## src/pdh_pkg.sv

```systemverilog
package pdh_pkg;

  // fixed widths of the transaction fields
  localparam int CHANNEL_W   = 2;
  localparam int INTENS_W    = 8;
  localparam int COUNT_OUT_W = 16;
  localparam int COORD_W     = 8;

  // colour band codes
  localparam logic [CHANNEL_W-1:0] BAND_RED   = 2'd0;
  localparam logic [CHANNEL_W-1:0] BAND_GREEN = 2'd1;
  localparam logic [CHANNEL_W-1:0] BAND_BLUE  = 2'd2;

  typedef enum logic [2:0] {
    ST_CLEAR,
    ST_IDLE,
    ST_UPDATE,
    ST_BAND,
    ST_LOAD,
    ST_DIV,
    ST_EMIT
  } state_t;

endpackage

```

## src/pdh_div.sv

```systemverilog
module pdh_div #(
  parameter int COUNT_BITS = 16
) (
  input  logic                            clk,
  input  logic                            rst,
  input  logic                            start,
  input  logic [COUNT_BITS-1:0]           numer,
  input  logic [COUNT_BITS-1:0]           denom,
  output logic                            done,
  output logic [pdh_pkg::INTENS_W-1:0]    quot
);
  import pdh_pkg::*;

  localparam int DW = COUNT_BITS + INTENS_W;
  localparam int SW = $clog2(INTENS_W);

  logic [DW-1:0]         dvd;
  logic [COUNT_BITS-1:0] rem;
  logic [INTENS_W-1:0]   low;
  logic [COUNT_BITS-1:0] dsr;
  logic [SW-1:0]         step;
  logic                  busy;
  logic [COUNT_BITS:0]   shifted;
  logic [COUNT_BITS:0]   trial;

  // dividend is numer * 255, always below 256 * denom
  assign dvd     = (DW'(numer) << INTENS_W) - DW'(numer);
  assign shifted = {rem, low[INTENS_W-1]};
  assign trial   = shifted - {1'b0, dsr};

  always_ff @(posedge clk) begin
    if (rst) begin
      busy <= 1'b0;
      done <= 1'b0;
    end else begin
      done <= 1'b0;
      if (start) begin
        busy <= 1'b1;
      end else if (busy && step == SW'(INTENS_W - 1)) begin
        busy <= 1'b0;
        done <= 1'b1;
      end
    end
  end

  // restoring division, one quotient bit per cycle
  always_ff @(posedge clk) begin
    if (start) begin
      rem  <= dvd[DW-1:INTENS_W];
      low  <= dvd[INTENS_W-1:0];
      dsr  <= denom;
      step <= '0;
      quot <= '0;
    end else if (busy) begin
      step <= step + SW'(1);
      low  <= low << 1;
      if (!trial[COUNT_BITS]) begin
        rem  <= trial[COUNT_BITS-1:0];
        quot <= {quot[INTENS_W-2:0], 1'b1};
      end else begin
        rem  <= shifted[COUNT_BITS-1:0];
        quot <= {quot[INTENS_W-2:0], 1'b0};
      end
    end
  end

endmodule
```

## config.mk

```make
export PLATFORM = sky130hd
export DESIGN_NAME = pdh_div
export DESIGN_NICKNAME = d
export VERILOG_FILES = /design/src/pdh_pkg.sv /design/src/pdh_div.sv
export SDC_FILE = /design/constraint.sdc
export NUM_CORES = 1
export LEC_CHECK = 0
export BUFFER_PORTS_ARGS = -buffer_cell sky130_fd_sc_hd__buf_2
export CAP_MARGIN = 10
export CORE_MARGIN = 2
export CORE_UTILIZATION = 49
export DETAILED_ROUTE_END_ITERATION = 8
export HOLD_SLACK_MARGIN = 0.12
export PLACE_DENSITY = 0.69
export SYNTH_ARGS = -nofsm -noshare
export SYNTH_HDL_FRONTEND = slang
export SYNTH_SLANG_ARGS = --single-unit
```

## constraint.sdc

```tcl
create_clock -name clk -period 3.05 [get_ports clk]
set_input_delay 0 -clock clk [delete_from_list [all_inputs] [get_ports clk]]
set_output_delay 0 -clock clk [all_outputs]
set_load 0.01 [all_outputs]
```

## After elaboration in Yosys (flattened, before gate mapping)

Index checks and enable logic that the tools add are counted.

- Memories: 0
- Output and inout port bits: 9
- ROM bits: 0
- Flip-flop bits (word level): 53
- Input bits: 35
- Bits in latches: 0
- Word-level logic and storage cells: 24
- RAM bits: 0

- Shift-type cells: 0
- Magnitude comparators: 0
- Div/mod/pow operators: 0
- Reduce and logical (&&, ||, !) cells: 4
- Mux-type cells: 9
- Multipliers: 0
- Bitwise gates (word level): 0
- Equality and inequality tests: 1
- $add $sub $neg: 3

Operator list:

| kind | count |
|---|---|
| two-way mux 16 bit | 3 |
| subtractor 24 x 16 -> 24 bit | 1 |
| subtractor 17 x 16 -> 17 bit | 1 |
| two-way mux 8 bit | 2 |
| two-way mux 1 bit | 4 |
| nonzero test 2 bit | 2 |
| adder 3 x 1 -> 3 bit (second input constant) | 1 |
| equality test 3 bit (second input constant) | 1 |
| OR reduction 2 bit | 1 |
| logical AND 1 bit | 1 |

## Depth between registers and ports, before layout

- Depth after elaboration: 4
- Gate-level depth with buffers: 12
- Gate-level depth less buffers: 10

## Worst setup path before layout

Ideal clock, no wire load.

- Path type: register to register
- Start: register low[7]
- End: register rem[14] (data pin)
- Arrival: 2224 ps
- Setup time: 272 ps
- Clock period less this slack: 2496 ps
- Data required time: 2778 ps
- Stages on the path, launching flop included: 13
- Path slack: 554 ps
- Path buffers: 2
- Cell sequence: edfxtp_1 > inv_1 > ha_1 > fa_1 > nand2b_1 > a21oi_2 > o21ai_1 > nand3_1 > xor2_1 > buf_6 > buf_12 > mux2i_1 > mux2i_1

- Cells in the longest elaborated chain, start to end: 4

RTL lines:

| element | line | RTL |
|---|---|---|
| start, declared | pdh_div.sv:19 | `logic [INTENS_W-1:0] low;` |
| start signal, assigned | pdh_div.sv:50 | `low <= dvd[INTENS_W-1:0];` |
| start signal, assigned | pdh_div.sv:56 | `low <= low << 1;` |
| subtractor 17 x 16 -> 17 bit | pdh_div.sv:29 | `assign trial = shifted - {1'b0, dsr};` |
| two-way mux 16 bit | pdh_div.sv:57 | `if (!trial[COUNT_BITS]) begin` |
| two-way mux 16 bit | pdh_div.sv:54 | `end else if (busy) begin` |
| two-way mux 16 bit | pdh_div.sv:48 | `if (start) begin` |
| end signal, assigned | pdh_div.sv:49 | `rem <= dvd[DW-1:INTENS_W];` |
| end signal, assigned | pdh_div.sv:58 | `rem <= trial[COUNT_BITS-1:0];` |
| end signal, assigned | pdh_div.sv:61 | `rem <= shifted[COUNT_BITS-1:0];` |
| end, declared | pdh_div.sv:18 | `logic [COUNT_BITS-1:0] rem;` |

Every way passes these cells. The select of a mux whose other input is x is not followed.
A chain may end at the register's enable or synchronous reset.

## Worst setup path in the final report

Ends and elaborated chain as after synthesis.

==> impl_metrics.toml <==
[grt]
grt_pass1_wl_um = 12980
grt_overflow = 0
antenna_found_initial = 0
grt_start_max_net_pins = 29
grt_usage_pct = 19.32
grt_pass1_vias = 2735

[synth]
syn_area_per_cell_um2 = 10.27
syn_area_mm2 = 0.003717
synthArstFlopShare_pct = 0
synth_edf_count = 40
ys.warnings.count = 0
yosysSeqAreaShare_pct = 39.31
synth_ff_type = "edfxtp_1"
syn_inst = 362
synth_cell_types = 69
ys_seq_elements = 53
syn-num-nets = 425

[timing]
fin_tns_setup_ns = 0
maxSlewViolCount = 0
maxSlewHeadroom_pct = 60.07
finalCritPeriodShare_pct = 91.84
worst_pin_slew_ns = 0.5989
rsz0062_at_grt = "no"
fmax_mhz = 357.0
fin_crit_ns = 2.801
worst_clock_skew_ns = 0.009871
hold_viol_final = 0
finalSetupViolCount = 0

[pwr]
internal_power_w = 0.001980
p_seq_share_pct = 32.7
p_per_area_mw_per_mm2 = 750.1
pwr-share-clk_pct = 13.3
swShare_pct = 39.13
combPwrFrac_pct = 54.0
ir_worst_vdd_mv = 0.2682
total_leakage_power_nw = 1.891
switchingPower_w = 0.001273

[routing]
vias_per_cell = 5.402
firstDrtPassIters = 4
ant_nets = 0
wire_per_inst_um = 14.67
totalWireLength_um = 7731
drt-initial-drc-count = 89
drc = 0
num_vias = 2847

[critical_path]
crit_type = "register to register"
worst-path-max-fanout = 7
critPathCaptureType = "register"
cp.arrival_ns = 2.86
timing.rr.start = "low[7]"
r2r-end = "rem[14]"
critPathLaunchType = "register"
reg2reg_setup_slack_ns = 0.25
rr_worst_depth = 11
critPathRequiredTime_ns = 3.11

[clocking]
postCtsHoldBufs = 20
cts_tree = "done"
postCtsSetupRepairBufs = 0
clkSlewWorstSetupHoldPaths_ns = 0.11
root_buffer = "clkbuf_8"
clock_latency_ns = 0.32
cts_buffers = 5
htree_num_levels = 2
ctsResizeCount = 0
clock_sink_count = 53
cts_max_path_buffers = 2

[finish]
drive_gt1_share_pct = 19.16
layout.cells.most_common = "buf_2"
insertedDiodeCount = 0
nets = 490
final_cell_mix = "43 x buf_2, 40 x edfxtp_1, 33 x nor2_1, 31 x inv_1, 29 x mux2i_1"
n_fill_cell = 640
synthToLayoutAreaGrowth_pct = 16.66
instances_no_fill = 527

[die]
die_w_um = 91.10
rows = 31
io_pins = 44
fp.dieH_um = 91.10
die_area_mm2 = 0.008299
initial_core_util_pct = 50.98
coreArea_mm2 = 0.007292

[placement]
portBuffers = 43
gp_congestion = 0.8433
place_inst = 499
dp_hpwl_um = 5602

[run_status]
status = "completed"

[worst_hold_path]
hold_path_class = "input port to register"
worstHoldEndpoint = "step[1]"
hp-start = "start"
holdPathStages = 2

[flow_run]
cap_viol_max_count = 0
registers in the layout, indices dropped and copies added (netlist names):
signal,flops
step,3
rem,16
done,1
low,8
quot,8
busy,1
dsr,16
power by group through the flow:
| stage | Sequential (W) | Combinational (W) | Clock [W] |
|---|---|---|---|
| 2_1_floorplan | 0.00104 | 0.00144 | 0 |
| 3_3_place_gp | 0.00108 | 0.00169 | 0 |
| 3_5_place_dp | 0.00108 | 0.00171 | 0 |
| 4_1_cts | 0.00106 | 0.00175 | 0.000442 |
| 5_1_grt | 0.00108 | 0.00195 | 0.000472 |
| 6_report | 0.00106 | 0.00176 | 0.000432 |
metal layers:
| layer | track usage, % | share of wire [%] | vias to the layer above |
|---|---|---|---|
| li1 | - | - | 1453 |
| met1 | 25.45 | 47 | 1331 |
| met2 | 32.90 | 49 | 52 |
| met3 | 2.988 | 2.9 | 11 |
| met4 | 5.556 | 1.7 | 0 |
| met5 | 0 | 0 | - |
final cells by class:
class | instances | area (um^2) | share of cell area (%)
sequential | 53 | 1461 | 33.70
timing repair buffer | 68 | 452.9 | 10.44
tap | 99 | 123.9 | 2.856
inverter | 31 | 116.4 | 2.683
clock inverter | 3 | 28.78 | 0.6636
clock buffer | 5 | 68.82 | 1.587
multi-input combinational | 268 | 2085 | 48.07
cell families (layout without fill, tap and decap cells):
kind of cell               Yosys count  after routing  share of synthesized area, %
DFF                                 53             53                         39.31
AOI/OAI and AO/OA                   75             75                         13.97
buffers and inverters               41            107                         4.813
xor gates and xnor gates            31             31                         7.506
adders and majority gates           28             28                         9.626
and+or+nand+nor                     98             98                         14.84
muxes                               36             36                         9.929
worst max-delay path, cell delays in order (launching register included):
cell and delay [ns]:
edfxtp_1 0.33, inv_1 0.05, ha_1 0.22, fa_1 0.40, nand2b_1 0.19, a21oi_2 0.24, o21ai_1 0.11, nand3_1 0.13
xor2_2 0.31, buf_4 0.24, mux2i_1 0.23, mux2i_1 0.10
per-stage QoR:
step                util, %  area (um^2)  power (W)  worst slack [ns]  hold slack, ns
detailed placement    55.39         4039   0.002789            0.2533          0.1783
global placement      55.39         4039   0.002766            0.3603          0.1727
global route          59.47         4337   0.003498           0.04767          0.1455
floorplan                 -         3717   0.002485            0.5543         0.06907
CTS                   59.47         4337   0.003251            0.2318          0.1310
finish                59.47         4337   0.003253            0.2488          0.1312
worst max-delay path by stage:
stage | startpoint | endpoint | cells after the start
floorplan | low[7] | rem[14] | 12
finish | low[7] | rem[14] | 11
global route | low[7] | rem[14] | 11
CTS | low[7] | rem[14] | 11
global placement | low[7] | rem[0] | 11
detailed placement | low[7] | rem[14] | 11
Yosys cell counts (3+ instances only):
library cell / number / area [um^2]
nand2_1: 15 / 56.30
clkbuf_1: 4 / 15.01
nor3_1: 8 / 40.04
a211o_1: 5 / 43.79
o21ai_0: 6 / 30.03
xor2_1: 6 / 52.55
nand3_1: 7 / 35.03
ha_1: 27 / 337.8
xnor2_1: 24 / 210.2
a21oi_1: 17 / 85.08
nor2b_1: 3 / 18.77
inv_1: 31 / 116.4
a21o_1: 7 / 52.55
nand4_1: 3 / 18.77
nor2_1: 33 / 123.9
nand2b_1: 3 / 18.77
o21ai_1: 9 / 45.04
buf_1: 3 / 11.26
mux2_2: 7 / 78.83
o211ai_1: 3 / 22.52
mux2i_1: 29 / 290.3
dfxtp_1: 13 / 260.3
o21a_1: 4 / 30.03
a31oi_1: 3 / 18.77
edfxtp_1: 40 / 1201
Power figures use the tool's default switching activity.
